### src/hw/rtl/tfs_pkg.sv
`timescale 1ns / 1ps
`default_nettype none

package tfs_pkg;

    // Configuration register indexes
    localparam logic [1:0] CFG_ENABLE      = 2'd0;
    localparam logic [1:0] CFG_SPEEDS      = 2'd1;
    localparam logic [1:0] CFG_THRESHOLDS  = 2'd2;

    localparam int CFG_ADDR_W = 2;
    localparam int CFG_DATA_W = 64;

    // Reset values and fixed speeds
    localparam logic [63:0] SPEEDS_RST      = 64'hFFA0_7870_6860_544D;
    localparam logic [47:0] THRESHOLDS_RST  = 48'h504B_4846_443E;
    localparam logic [7:0]  RELEASE_SPEED   = 8'h5F;
    localparam logic [7:0]  SPEED_RST       = 8'h33;
    localparam logic [2:0]  ALIVE_PERIOD    = 3'd5;

    // LED levels
    localparam logic [1:0] LED_ALIVE = 2'd0;
    localparam logic [1:0] LED_COOL  = 2'd1;
    localparam logic [1:0] LED_WARM  = 2'd2;
    localparam logic [1:0] LED_HOT   = 2'd3;

    // Live configuration seen by the datapath
    typedef struct packed {
        logic        enable;
        logic [63:0] speeds;
        logic [47:0] thresholds;
    } t_cfg;

    // One result item
    typedef struct packed {
        logic       stopped;
        logic [1:0] led_level;
        logic       led_write;
        logic       fan_release;
        logic [7:0] fan_speed;
        logic       fan_write;
    } t_result;

    localparam int OUT_DATA_W = 16;

    function automatic logic [7:0] speed_entry(input logic [63:0] tbl, input logic [2:0] k);
        speed_entry = tbl[{k, 3'b000} +: 8];
    endfunction

    function automatic logic [7:0] thr_entry(input logic [47:0] thr, input logic [2:0] k);
        thr_entry = thr[{k, 3'b000} +: 8];
    endfunction

endpackage

`default_nettype wire

### src/hw/rtl/tfs_core.sv
`timescale 1ns / 1ps
`default_nettype none

module tfs_core (
    input  wire logic           i_clk,
    input  wire logic           i_rst_n,
    input  wire tfs_pkg::t_cfg  i_cfg,
    input  wire logic           i_rearm,     // enable written to 0
    input  wire logic           i_step,      // one item processed this cycle
    input  wire logic [7:0]     i_sample_temp,
    input  wire logic           i_read_ok,
    output tfs_pkg::t_result    o_result
);
    import tfs_pkg::*;

    logic       r_toggle, n_toggle;
    logic [7:0] r_cpu, n_cpu;
    logic [7:0] r_gpu, n_gpu;
    logic       r_rising, n_rising;
    logic [7:0] r_speed, n_speed;
    logic [1:0] r_led, n_led;
    logic [2:0] r_alive, n_alive;
    logic       r_rel_done, n_rel_done;

    logic [7:0] temp_in;
    logic [7:0] temp_max;
    logic [5:0] ge;
    logic [7:0] speed_sel;
    logic [1:0] level;
    logic [2:0] alive_dec;
    logic       rising_mid;

    // Per-item update of the fan state
    always_comb begin
        n_toggle   = r_toggle;
        n_cpu      = r_cpu;
        n_gpu      = r_gpu;
        n_rising   = r_rising;
        n_speed    = r_speed;
        n_led      = r_led;
        n_alive    = r_alive;
        n_rel_done = r_rel_done;
        o_result   = '0;

        temp_in = i_read_ok ? i_sample_temp : 8'd0;
        if (!r_toggle) begin
            n_cpu = temp_in;
        end else begin
            n_gpu = temp_in;
        end
        temp_max = (n_gpu > n_cpu) ? n_gpu : n_cpu;

        for (int k = 0; k < 6; k++) begin
            ge[k] = (temp_max >= thr_entry(i_cfg.thresholds, 3'(k)));
        end
        rising_mid = r_rising | ge[1];

        // Threshold ladder, highest first
        speed_sel = speed_entry(i_cfg.speeds, 3'd0);
        priority if (ge[5]) speed_sel = speed_entry(i_cfg.speeds, 3'd7);
        else if (ge[4])     speed_sel = speed_entry(i_cfg.speeds, 3'd6);
        else if (ge[3])     speed_sel = speed_entry(i_cfg.speeds, 3'd5);
        else if (ge[2])     speed_sel = speed_entry(i_cfg.speeds, 3'd4);
        else if (ge[1])     speed_sel = speed_entry(i_cfg.speeds, 3'd3);
        else if (ge[0])     speed_sel = speed_entry(i_cfg.speeds,
                                                    rising_mid ? 3'd2 : 3'd1);
        else                speed_sel = speed_entry(i_cfg.speeds, 3'd0);

        priority if (ge[4]) level = LED_HOT;
        else if (ge[2])     level = LED_WARM;
        else                level = LED_COOL;

        alive_dec = r_alive - 3'd1;

        if (i_cfg.enable) begin
            n_toggle = ~r_toggle;
            // Flag clears only when the reading falls below every threshold
            n_rising = (|ge) ? rising_mid : 1'b0;
            if (speed_sel != r_speed) begin
                o_result.fan_write = 1'b1;
                o_result.fan_speed = speed_sel;
            end
            n_speed = speed_sel;
            n_alive = alive_dec;
            // Alive refresh: blink LED and clear the held speed so a nonzero speed is commanded again
            if (alive_dec == 3'd0) begin
                level   = LED_ALIVE;
                n_alive = ALIVE_PERIOD;
                n_speed = 8'd0;
            end
            if (level != r_led) begin
                o_result.led_write = 1'b1;
                o_result.led_level = level;
                n_led              = level;
            end
        end else begin
            n_cpu = r_cpu;
            n_gpu = r_gpu;
            if (!r_rel_done) begin
                o_result.fan_release = 1'b1;
                o_result.fan_speed   = RELEASE_SPEED;
                n_rel_done           = 1'b1;
            end
            o_result.stopped = 1'b1;
        end
    end

    // State registers
    always_ff @(posedge i_clk) begin
        if (!i_rst_n) begin
            r_toggle   <= 1'b0;
            r_cpu      <= 8'd0;
            r_gpu      <= 8'd0;
            r_rising   <= 1'b0;
            r_speed    <= SPEED_RST;
            r_led      <= LED_ALIVE;
            r_alive    <= ALIVE_PERIOD;
            r_rel_done <= 1'b0;
        end else if (i_rearm) begin
            r_rel_done <= 1'b0;
        end else if (i_step) begin
            r_toggle   <= n_toggle;
            r_cpu      <= n_cpu;
            r_gpu      <= n_gpu;
            r_rising   <= n_rising;
            r_speed    <= n_speed;
            r_led      <= n_led;
            r_alive    <= n_alive;
            r_rel_done <= n_rel_done;
        end
    end

    // Alive counter never leaves 1..5
    a_alive_range: assert property (@(posedge i_clk) disable iff (!i_rst_n)
        (r_alive != 3'd0) && (r_alive <= ALIVE_PERIOD))
        else $error("alive counter out of range");

    // A step with automatic control never both releases and commands
    a_no_mixed: assert property (@(posedge i_clk) disable iff (!i_rst_n)
        i_step |-> !(o_result.fan_write && o_result.fan_release))
        else $error("fan command and release in one item");

    // Disabled steps leave the held temperatures alone
    a_hold_temps: assert property (@(posedge i_clk) disable iff (!i_rst_n)
        (i_step && !i_cfg.enable && !i_rearm) |=> ($stable(r_cpu) && $stable(r_gpu)))
        else $error("held temperature changed while disabled");

endmodule

`default_nettype wire

### src/hw/rtl/thermal_fan_speed_selector_top.sv
`timescale 1ns / 1ps
`default_nettype none

// Channel   Direction  Handshake                      Payload
// s_axis    in         s_axis_tvalid / s_axis_tready  tdata: sample_temp; tuser: read_ok
// m_axis    out        m_axis_tvalid / m_axis_tready  tdata: fan fields, led fields, stopped
// cfg       in         i_cfg_we (no wait)             i_cfg_addr, i_cfg_wdata
//
// One item per cycle unless m_axis_tready stalls; path: input register, result register.
// The ladder, speed compare and LED level resolve combinationally between the two registers.
// A stalled result holds in the result register while the next item waits in the
// input register; s_axis_tready drops only when both are full.
// Reset (synchronous, active low) loads the default tables and the state of the fan logic.
module thermal_fan_speed_selector_top (
    input  wire logic                               i_clk,
    input  wire logic                               i_rst_n,
    // Input items
    input  wire logic                               s_axis_tvalid,
    output logic                                    s_axis_tready,
    input  wire logic [7:0]                         s_axis_tdata,  // [7:0] sample_temp
    input  wire logic                               s_axis_tuser,  // [0] read_ok
    // Result items
    output logic                                    m_axis_tvalid,
    input  wire logic                               m_axis_tready,
    // [0] fan_write, [8:1] fan_speed, [9] fan_release, [10] led_write,
    // [12:11] led_level, [13] stopped, [15:14] zero
    output logic [tfs_pkg::OUT_DATA_W-1:0]          m_axis_tdata,
    // Configuration writes
    input  wire logic                               i_cfg_we,
    input  wire logic [tfs_pkg::CFG_ADDR_W-1:0]     i_cfg_addr,
    input  wire logic [tfs_pkg::CFG_DATA_W-1:0]     i_cfg_wdata
);
    import tfs_pkg::*;

    t_cfg       r_cfg;
    logic       r_in_valid;
    logic [7:0] r_in_temp;
    logic       r_in_ok;
    logic       r_out_valid;
    t_result    r_out;
    t_result    core_result;
    logic       advance;
    logic       rearm;

    // Configuration registers
    always_ff @(posedge i_clk) begin
        if (!i_rst_n) begin
            r_cfg.enable      <= 1'b1;
            r_cfg.speeds      <= SPEEDS_RST;
            r_cfg.thresholds  <= THRESHOLDS_RST;
        end else if (i_cfg_we) begin
            unique case (i_cfg_addr)
                CFG_ENABLE:      r_cfg.enable      <= i_cfg_wdata[0];
                CFG_SPEEDS:      r_cfg.speeds      <= i_cfg_wdata;
                CFG_THRESHOLDS:  r_cfg.thresholds  <= i_cfg_wdata[47:0];
                default: ;
            endcase
        end
    end

    assign rearm = i_cfg_we && (i_cfg_addr == CFG_ENABLE) && !i_cfg_wdata[0];

    // Pipeline control
    assign advance       = r_in_valid && (!r_out_valid || m_axis_tready);
    assign s_axis_tready = !r_in_valid || advance;

    // Input register
    always_ff @(posedge i_clk) begin
        if (!i_rst_n) begin
            r_in_valid <= 1'b0;
        end else if (s_axis_tready) begin
            r_in_valid <= s_axis_tvalid;
        end
    end

    always_ff @(posedge i_clk) begin
        if (s_axis_tvalid && s_axis_tready) begin
            r_in_temp <= s_axis_tdata;
            r_in_ok   <= s_axis_tuser;
        end
    end

    tfs_core u_core (
        .i_clk         (i_clk),
        .i_rst_n       (i_rst_n),
        .i_cfg         (r_cfg),
        .i_rearm       (rearm),
        .i_step        (advance),
        .i_sample_temp (r_in_temp),
        .i_read_ok     (r_in_ok),
        .o_result      (core_result)
    );

    // Result register
    always_ff @(posedge i_clk) begin
        if (!i_rst_n) begin
            r_out_valid <= 1'b0;
        end else if (advance) begin
            r_out_valid <= 1'b1;
        end else if (m_axis_tready) begin
            r_out_valid <= 1'b0;
        end
    end

    always_ff @(posedge i_clk) begin
        if (advance) begin
            r_out <= core_result;
        end
    end

    assign m_axis_tvalid = r_out_valid;
    assign m_axis_tdata  = {2'b00, r_out};

    // A stalled result is never overwritten
    a_no_overwrite: assert property (@(posedge i_clk) disable iff (!i_rst_n)
        (r_out_valid && !m_axis_tready) |-> !advance)
        else $error("result overwritten while stalled");

    // A full input register that cannot move blocks the input side
    a_in_block: assert property (@(posedge i_clk) disable iff (!i_rst_n)
        (r_in_valid && !advance) |-> !s_axis_tready)
        else $error("input accepted over a waiting item");

    // A release always carries the release speed
    a_release_speed: assert property (@(posedge i_clk) disable iff (!i_rst_n)
        (r_out_valid && r_out.fan_release) |-> (r_out.fan_speed == RELEASE_SPEED))
        else $error("release without release speed");

endmodule

`default_nettype wire

### config.mk
export PLATFORM = sky130hd
export DESIGN_NAME = thermal_fan_speed_selector_top
export DESIGN_NICKNAME = d
export VERILOG_FILES = /design/src/hw/rtl/tfs_pkg.sv /design/src/hw/rtl/tfs_core.sv /design/src/hw/rtl/thermal_fan_speed_selector_top.sv
export SDC_FILE = /design/constraint.sdc
export NUM_CORES = 1
export LEC_CHECK = 0
export CORE_MARGIN = 4
export CORE_UTILIZATION = 45
export DETAILED_ROUTE_END_ITERATION = 10
export DONT_BUFFER_PORTS = 1
export GPL_TIMING_DRIVEN = 1
export HOLD_SLACK_MARGIN = 0.06
export SYNTH_ARGS = -nofsm -noshare
export SYNTH_HDL_FRONTEND = slang
export SYNTH_SLANG_ARGS = --single-unit
### constraint.sdc
create_clock -name i_clk -period 13.21 [get_ports i_clk]
set_input_delay 2.642 -clock i_clk [delete_from_list [all_inputs] [get_ports i_clk]]
set_output_delay 2.642 -clock i_clk [all_outputs]
set_load 0.1 [all_outputs]
Word-level counts from Yosys, hierarchy flattened:

Index checks and enable logic that the tools add are counted.

* logic and storage cells: 85
* output and inout bits: 18
* bits in registers: 170
* bits of input ports: 80

* add/subtract/negate cells: 1
* reduce and logical (&&, ||, !) cells: 21
* bitwise gates (word level): 5
* shift operators: 1
* magnitude comparators: 7
* mux-type cells: 25
* eq/ne operators: 4

Operators by type and width (count)
* $mux W8: 12
* $shiftx A64 B7 Y8: 1
* $ge A8 B8 Y1: 6
* $mux W9: 2
* $mux W2: 5
* $reduce_and A2 Y1: 5
* $gt A8 B8 Y1: 1
* $ne A8 B8 Y1: 1
* $reduce_or A6 Y1: 1
* $mux W1: 5
* $logic_and A1 B1 Y1: 4
* $not A1 Y1: 4
* $reduce_and A4 Y1: 1
* $logic_not A1 Y1: 3
* $logic_not A3 Y1: 1
* $mux W3: 1
* $reduce_and A3 Y1: 1
* $sub A3 B1 Y3 const B: 1
* $eq A2 B1 Y1 const B: 1
* $eq A2 B2 Y1 const B: 1
* $logic_not A2 Y1: 1
* $logic_or A1 B1 Y1: 2
* $ne A2 B2 Y1: 1
* $reduce_bool A2 Y1: 1
* other kinds (2): 2

Depth between registers and ports, before layout:

Gate-level depths: netlist of run 1.

* depth in word-level cells: 17
* mapped depth: 27
* gate-level depth less buffers: 23

Modules after synthesis:

Synthesis of run 1 repeated with hierarchy kept, for this count alone.

* cells, all modules: 1085
* area total of the unflattened synthesis: 9536.6 µm²

Modules (own cells, without submodules)
* thermal_fan_speed_selector_top: cells each 500, sequential area each 2992.9 µm², instances 1, area an instance 5351.4 µm²
* tfs_core: cells each 585, sequential area each 640.6 µm², instances 1, area an instance 4185.3 µm²

Worst setup path before layout of run 1:

No wires, ideal clock.

* path kind: input-to-output
* from: input m_axis_tready
* to: output s_axis_tready
* arrival time: 3.419 ns
* required time: 10.568 ns
* buffers on the path: 0
* path slack: 7.149 ns
* stages: 2
* cell sequence: nor2b_1 nand2_1

* longest elaborated chain between the ends: 3

Ends and longest elaborated chain
* from (decl): RTL line thermal_fan_speed_selector_top.sv:24 `input wire logic m_axis_tready,`
* $logic_or A1 B1 Y1: RTL line thermal_fan_speed_selector_top.sv:64 `assign advance = r_in_valid && (!r_out_valid || m_axis_tready);`
* $logic_and A1 B1 Y1: RTL line thermal_fan_speed_selector_top.sv:64
* $logic_or A1 B1 Y1: RTL line thermal_fan_speed_selector_top.sv:65 `assign s_axis_tready = !r_in_valid || advance;`
* to (decl): RTL line thermal_fan_speed_selector_top.sv:19 `output logic s_axis_tready,`

Every way passes these cells.

==> flow_metrics.env, run 1 <==
export IMPL_crit_family="compound AO/OA/AOI/OAI gates"
export IMPL_tightest_slew_ns=1.11
export IMPL_clk_latency_ns=0.44
export IMPL_finalSetupTns_ns=0
export IMPL_outcome="completed"
export IMPL_setup_viol=0
export IMPL_synthFlopType="dfxtp_1"
export IMPL_ctsLongestPathBuffers=2
export IMPL_syn_area_um2=8790
export IMPL_r2r_start="r_in_ok"
export IMPL_pin_count=98
export IMPL_postSynthAreaPerCell_um2=8.04
export IMPL_synthArstFlopShare_pct=0
export IMPL_htreeDepth=4
export IMPL_ant_nets=0
export IMPL_grt_use_total_pct=22.9
export IMPL_ys_seq_area_share_pct=41.3
export IMPL_grt_antenna_before_repair=0
export IMPL_hold_viol=0
export IMPL_cts_setup_buffers=0
export IMPL_ys_types=70
export IMPL_crit_chain="nand2_1 > o21ai_0 > ha_1 > nand2_1 > a211oi_1 > a21oi_1 > maj3_1 > a21oi_1 > o21ai_0 > o41ai_2 > buf_4 > mux2i_1 > ha_1 > nand2b_1 > a31oi_1 > o21ai_0 > nor2_1 > a221oi_1 > nor4_1 > o21ai_0 > nand4_1 > o21ai_4 > o21ai_1"
export IMPL_die_h_um=148
export IMPL_cellPowerDensity_nw_per_um2=195
export IMPL_reg2reg_setup_slack_ns=6.35
export IMPL_arrival_ns=7.04
export IMPL_startpoint_type="flip-flop"
export IMPL_ys_ff_latch=170
export IMPL_yosysTopAreaCellShare_pct=33.5
export IMPL_die_area_um2=21800
export IMPL_r2r_end="m_axis_tdata[2]"
export IMPL_portBuffers=0
export IMPL_fin_crit_ns=6.86
export IMPL_core_area_um2=19000
export IMPL_yosys_top_cells_count="nand2_1 (257), dfxtp_1 (147), a21oi_1 (103)"
export IMPL_drc_errors=0
export IMPL_leakage_nw=3.88
export IMPL_path_common_cell="o21ai_0"
export IMPL_grt_pass1_wl_um=39300
export IMPL_wl_um=24800
export IMPL_gp_congestion=0.960
export IMPL_path_class="reg -> reg"
export IMPL_end_kind="flip-flop"
export IMPL_hp_class="reg -> reg"
export IMPL_instances_no_fill=1338
export IMPL_critical_path_buf_inv_count=1
export IMPL_chipWidth_um=148
export IMPL_whs_endpoint="r_cfg[80]"
export IMPL_synthTopCellsByArea="dfxtp_1 (33%), nand2_1 (11%), ha_1 (8.0%), edfxtp_1 (7.9%), a21oi_1 (5.9%)"
export IMPL_cts_sinks=170
export IMPL_ys_warn_count=0
export IMPL_num_vias=7530
export IMPL_power_w=0.00187
export IMPL_synth_cells=1094
export IMPL_drive_above_1_share_pct=6.40
export IMPL_rsz0062_at_grt="false"
export IMPL_critPathSlowestCell="o21ai_0"
export IMPL_cts_tree="yes"
export IMPL_slew_headroom_pct=25.2
export IMPL_via_per_inst=5.63
export IMPL_maxCapViolations=0
export IMPL_num_antenna_cells=0
export IMPL_overflow=0
export IMPL_fin_util_pct=50.7
export IMPL_hp_start="r_cfg[80]"
export IMPL_rows=50
export IMPL_critical_path_peak_fanout=16
export IMPL_ir_worst_vdd_mv=0.132
export IMPL_synth_edff_count=23
export IMPL_postCtsHoldBufs=0
export IMPL_numCtsBuffers=17
export IMPL_root_buffer="clkbuf_16"
export IMPL_worst_clock_skew_ns=0.00612
export IMPL_hpwl_um=17600
export IMPL_yosysMostFrequentCell="nand2_1"
export IMPL_post_route_period_util_pct=51.9
export IMPL_nets=1201
export IMPL_placed_cells=1306
export IMPL_grt_pass1_vias=6962
export IMPL_max_freq_mhz=146
export IMPL_post_cts_resized=0
export IMPL_drv_slew=0
export IMPL_yosysTopAreaCell="dfxtp_1"
export IMPL_first_pass_iters=6
export IMPL_wire_per_inst_um=18.5
export IMPL_first_iter_violations=613
export IMPL_reg2regPathDepth=23
export IMPL_initial_core_util_pct=46.4
export IMPL_syn2layout_area_growth_pct=9.32
export IMPL_grt_max_degree=69
export IMPL_cp_slowest_stage_delay_ns=0.88
export IMPL_cts_clk_slew_worst_paths_ns=0.06
export IMPL_cp_required_ns=13.39
export IMPL_whs_path_depth=2
-- through the flow --
step	hold slack, ns	area (um^2)	setup slack [ns]
after CTS	0.453	9610	6.46
after detailed placement	0.444	9000	6.51
after floorplan	0.432	8790	7.15
after global placement	0.441	9000	6.64
after global routing	0.472	9610	5.58
final	0.452	9610	6.35
-- flip-flops by register name, summed over array words and instances (netlist names) --
name               flops
r_cfg                113
m_axis_tdata          14
r_in_temp              8
u_core.r_cpu           8
u_core.r_gpu           8
u_core.r_speed         8
u_core.r_alive         3
u_core.r_led           2
m_axis_tvalid          1
r_in_ok                1
r_in_valid             1
u_core.r_rel_done      1
u_core.r_rising        1
u_core.r_toggle        1
-- worst max path at each step --
stage,from,slack [ns],depth (start not counted),to
CTS,r_in_ok,6.46,24,m_axis_tdata[2]
detailed placement,r_in_ok,6.51,24,m_axis_tdata[2]
finish,r_in_ok,6.35,23,m_axis_tdata[2]
floorplan,m_axis_tready,7.15,2,s_axis_tready
global route,r_in_ok,5.58,24,m_axis_tdata[2]
global placement,r_in_ok,6.64,24,m_axis_tdata[3]
-- layout by cell type, fill, tap and decap left out, types with 11 or more instances in the layout --
cell and count:
nand2_1 257, dfxtp_1 147, a21oi_1 103, inv_1 69, nor2_1 62, ha_1 56, nand3_1 41, o211ai_1 27
a211oi_1 23, edfxtp_1 23, o21ai_0 18, clkbuf_16 18, nor2b_1 16, buf_4 14, a31oi_1 13, nor4_1 11
-- final cells by class --
class,instances,area [um^2]
fill,1888,9350
multi-input combinational,792,4670
sequential,170,3630
clock buffer,21,472
tap,260,325
inverter,70,263
clock inverter,11,143
timing repair buffer,14,105
-- power by group --
group / leakage (nW) / internal, W / switching (W)
sequential: 1.42 / 0.000571 / 0.0000961
clock: 0.298 / 0.000313 / 0.000212
combinational: 2.17 / 0.000245 / 0.000437
-- per-layer routing --
metal / vias to the layer above / share of wire, % / GRT usage (%)
met5: - / 0 / 0
met4: 0 / 2.3 / 6.85
met3: 39 / 6.5 / 5.49
met2: 238 / 45 / 35.2
met1: 3485 / 47 / 32.0
li1: 3768 / - / -
-- worst reg2reg max path: cells and delay by family (launching register included) --
kind,cells,cell delay [ns]
muxes,1,0.65
buffers and inverters,1,0.27
AOI/OAI and AO/OA,12,3.37
adders and majority gates,3,0.84
DFF,1,0.64
and+or+nand+nor,6,0.81
-- cells by family (layout without fill, tap and decap cells) --
family,after synthesis,in the layout,share of synthesized area [%]
other,1,2,0.0427
AOI/OAI and AO/OA,278,278,21.2
adders and majority gates,58,58,8.20
DFF,170,170,41.3
buffers and inverters,133,116,5.81
muxes,12,12,1.45
xor gates and xnor gates,6,6,0.598
and+or+nand+nor,436,436,21.4
No activity file was read; power rests on OpenSTA's default activity.
==> run 2: changes to the inputs <==
--- a/config.mk
+++ b/config.mk
@@ -5,6 +5,7 @@
 export SDC_FILE = /design/constraint.sdc
 export NUM_CORES = 1
 export LEC_CHECK = 0
+export ABC_AREA = 1
 export CORE_MARGIN = 4
 export CORE_UTILIZATION = 45
 export DETAILED_ROUTE_END_ITERATION = 10
==> constraint.sdc (replaced) <==
create_clock -name i_clk -period 6.2 [get_ports i_clk]
set_input_delay 1.24 -clock i_clk [delete_from_list [all_inputs] [get_ports i_clk]]
set_output_delay 1.24 -clock i_clk [all_outputs]
set_load 0.1 [all_outputs]
==> run 2 against run 1 <==
  * Worst hold slack better by 0.0077 ns
  * Via count down 5.6%
  * Die area down 2.5%
  * Sequential share of layout area up 1.3 points
  * Count of clock-buffer cells in the layout down 3
  * Combinational power up 80%
  * Synthesized cell count up 3.0%
  * Cell count up 0.97%
  * Clock skew up 0.0026 ns
  * Fmax up 22%
  * Register-to-register slack worse by 5.8 ns
  * Total power up 97%
  * Critical path type unchanged
==> flow_metrics.env, run 2 <==
export IMPL_ys_seq_area_share_pct=42.5
export IMPL_yosysMostFrequentCell="nand2_1"
export IMPL_hpwl_um=16000
export IMPL_syn_area_um2=8560
export IMPL_portBuffers=0
export IMPL_placed_area_um2=8690
export IMPL_yosysTopAreaCell="dfxtp_1"
export IMPL_wire_per_inst_um=16.7
export IMPL_final_cell_mix="nand2_1 (229), dfxtp_1 (147), inv_1 (132)"
export IMPL_reg2reg_setup_slack_ns=0.59
export IMPL_first_pass_iters=5
export IMPL_endpoint="m_axis_tdata[3]"
export IMPL_chipWidth_um=146
export IMPL_gp_congestion=0.836
export IMPL_largest_reg_flops=113
export IMPL_slew_headroom_pct=26.5
export IMPL_hold_viol=0
export IMPL_finalHoldWorstSlack_ns=0.460
export IMPL_cp_required_ns=6.38
export IMPL_synth_edff_count=23
export IMPL_via_per_inst=5.26
export IMPL_cts_tree="yes"
export IMPL_core_area_um2=18700
export IMPL_cts_setup_buffers=0
export IMPL_num_antenna_cells=0
export IMPL_fin_crit_ns=5.61
export IMPL_postCtsHoldBufs=0
export IMPL_r2r_start="u_core.r_toggle"
export IMPL_synth_cells=1127
export IMPL_fill_cells=1825
export IMPL_yosysTopAreaCellShare_pct=34.4
export IMPL_mostFrequentLayoutCell="nand2_1"
export IMPL_cp_startpoint="u_core.r_toggle"
export IMPL_cts_sinks=170
export IMPL_pin_count=98
export IMPL_hp_class="reg -> reg"
export IMPL_hp_start="r_cfg[63]"
export IMPL_maxCapViolations=0
export IMPL_ys_warn_count=0
export IMPL_power_w=0.00369
export IMPL_outcome="completed"
export IMPL_grt_use_total_pct=21.4
export IMPL_r2r_end="m_axis_tdata[3]"
export IMPL_path_class="reg -> reg"
export IMPL_startpoint_type="flip-flop"
export IMPL_overflow=0
export IMPL_synthArstFlopShare_pct=0
export IMPL_first_iter_violations=507
export IMPL_arrival_ns=5.79
export IMPL_die_h_um=146
export IMPL_cts_clk_slew_worst_paths_ns=0.07
export IMPL_grt_max_degree=135
export IMPL_postSynthAreaPerCell_um2=7.59
export IMPL_finalSetupTns_ns=0
export IMPL_drc_errors=0
export IMPL_grt_antenna_before_repair=0
export IMPL_rsz0062_at_grt="false"
export IMPL_post_route_cell_area_um2=9290
export IMPL_reg2regPathDepth=26
export IMPL_ys_ff_latch=170
export IMPL_ir_worst_vdd_mv=0.216
export IMPL_tightest_slew_ns=1.10
export IMPL_ctsLongestPathBuffers=2
export IMPL_wl_um=22500
export IMPL_post_cts_resized=0
export IMPL_synthTopCellsByArea="dfxtp_1 (34%), nand2_1 (10%), ha_1 (8.2%), edfxtp_1 (8.1%), o21ai_0 (6.1%)"
export IMPL_cellPowerDensity_nw_per_um2=397
export IMPL_root_buffer="clkbuf_16"
export IMPL_drive_above_1_share_pct=6.89
export IMPL_synthFlopType="dfxtp_1"
export IMPL_rows=50
export IMPL_grt_pass1_wl_um=36200
export IMPL_max_freq_mhz=178
export IMPL_initial_core_util_pct=45.7
export IMPL_ant_nets=0
export IMPL_end_kind="flip-flop"
export IMPL_largest_register="r_cfg"
export IMPL_nets=1240
export IMPL_post_route_period_util_pct=90.5
export IMPL_setup_viol=0
export IMPL_leakage_nw=4.36
export IMPL_ys_types=42
export IMPL_drv_slew=0
export IMPL_grt_pass1_vias=6601
export IMPL_critical_path_peak_fanout=26
export IMPL_num_vias=7106
export IMPL_htreeDepth=4
export IMPL_worst_clock_skew_ns=0.00874
export IMPL_syn2layout_area_growth_pct=8.58
export IMPL_numCtsBuffers=17
export IMPL_die_area_um2=21300
export IMPL_clk_latency_ns=0.43
export IMPL_yosys_top_cells_count="nand2_1 (229), dfxtp_1 (147), inv_1 (132)"
## run 2: cell count changes after synthesis, sizes merged, moves of 14 or more
| cell | before | now |
|---|---|---|
| o21ai | 28 | 106 |
| nor2 | 65 | 109 |
| nand4 | 3 | 24 |
| a31oi | 14 | 0 |
| nand2 | 257 | 239 |
| nand3 | 41 | 56 |
| nor2b | 16 | 0 |
| a211oi | 26 | 8 |
| inv | 70 | 133 |
## run 2: power breakdown
part	switching (W)	internal (W)	total, W
Clock	0.000457	0.000637	0.00109
Sequential	0.000159	0.00122	0.00137
Combinational	0.000798	0.000427	0.00123
## run 2: critical path, stage by stage (launching register included)
cell      delay (ns)
dfxtp_1         0.47
inv_2           0.21
o21ai_0         0.34
ha_1            0.32
o21ai_1         0.10
a21oi_1         0.07
a221o_1         0.33
nand2_1         0.06
o211ai_1        0.08
nand2_1         0.36
nor2_1          0.07
a21oi_1         0.57
ha_1            0.38
a21oi_1         0.14
o21ai_0         0.09
nand2_1         0.07
nand4_1         0.54
a21oi_1         0.33
nand2_1         0.11
nand2_1         0.09
nand2_1         0.06
nand2_1         0.07
nand2_1         0.06
nor2_1          0.18
nand2_4         0.13
nand3_2         0.08
nand2_1         0.05
## run 2: worst min-delay path by stage
stage	endpoint	cells after the start
after CTS	r_cfg[71]	2
after floorplan	r_cfg[77]	2
after global routing	r_cfg[77]	2
after detailed placement	r_cfg[92]	2
after global placement	r_cfg[85]	2
final	r_cfg[63]	2
## run 2: metal layers
layer	part of all wire, %	up-vias	track usage [%]
li1	-	3683	-
met1	49	3214	30.1
met2	43	169	32.2
met3	5.4	40	4.92
met4	3.0	0	7.83
met5	0	-	0
## run 2: final cells by class
type,instances,area (um^2),share of cell area [%]
Clock inverter,14,171,1.84
Timing Repair Buffer,12,90.1,0.970
Sequential cell,170,3630,39.1
Multi-Input combinational cell,765,4160,44.7
Clock buffer,18,429,4.62
Inverter,138,518,5.58
Tap cell,234,293,3.15
## run 2: logic make-up after synthesis
group | count (synthesis) | synth area share, %
compound gates | 260 | 17.1
xor+xnor | 2 | 0.205
fa+ha+maj | 56 | 8.19
buf+inv | 193 | 9.18
flops | 170 | 42.5
other cells | 1 | 0.0438
simple gates | 445 | 22.8
## run 2: per-stage QoR
step | utilization, % | setup slack, ns | cells
6_report | 49.7 | 0.587 | 1351
2_1_floorplan | - | 1.41 | 1128
3_5_place_dp | 46.5 | 0.708 | 1319
4_1_cts | 49.7 | 0.635 | 1351
5_1_grt | 49.7 | 0.0205 | 1351
3_3_place_gp | 46.5 | 0.898 | 1319
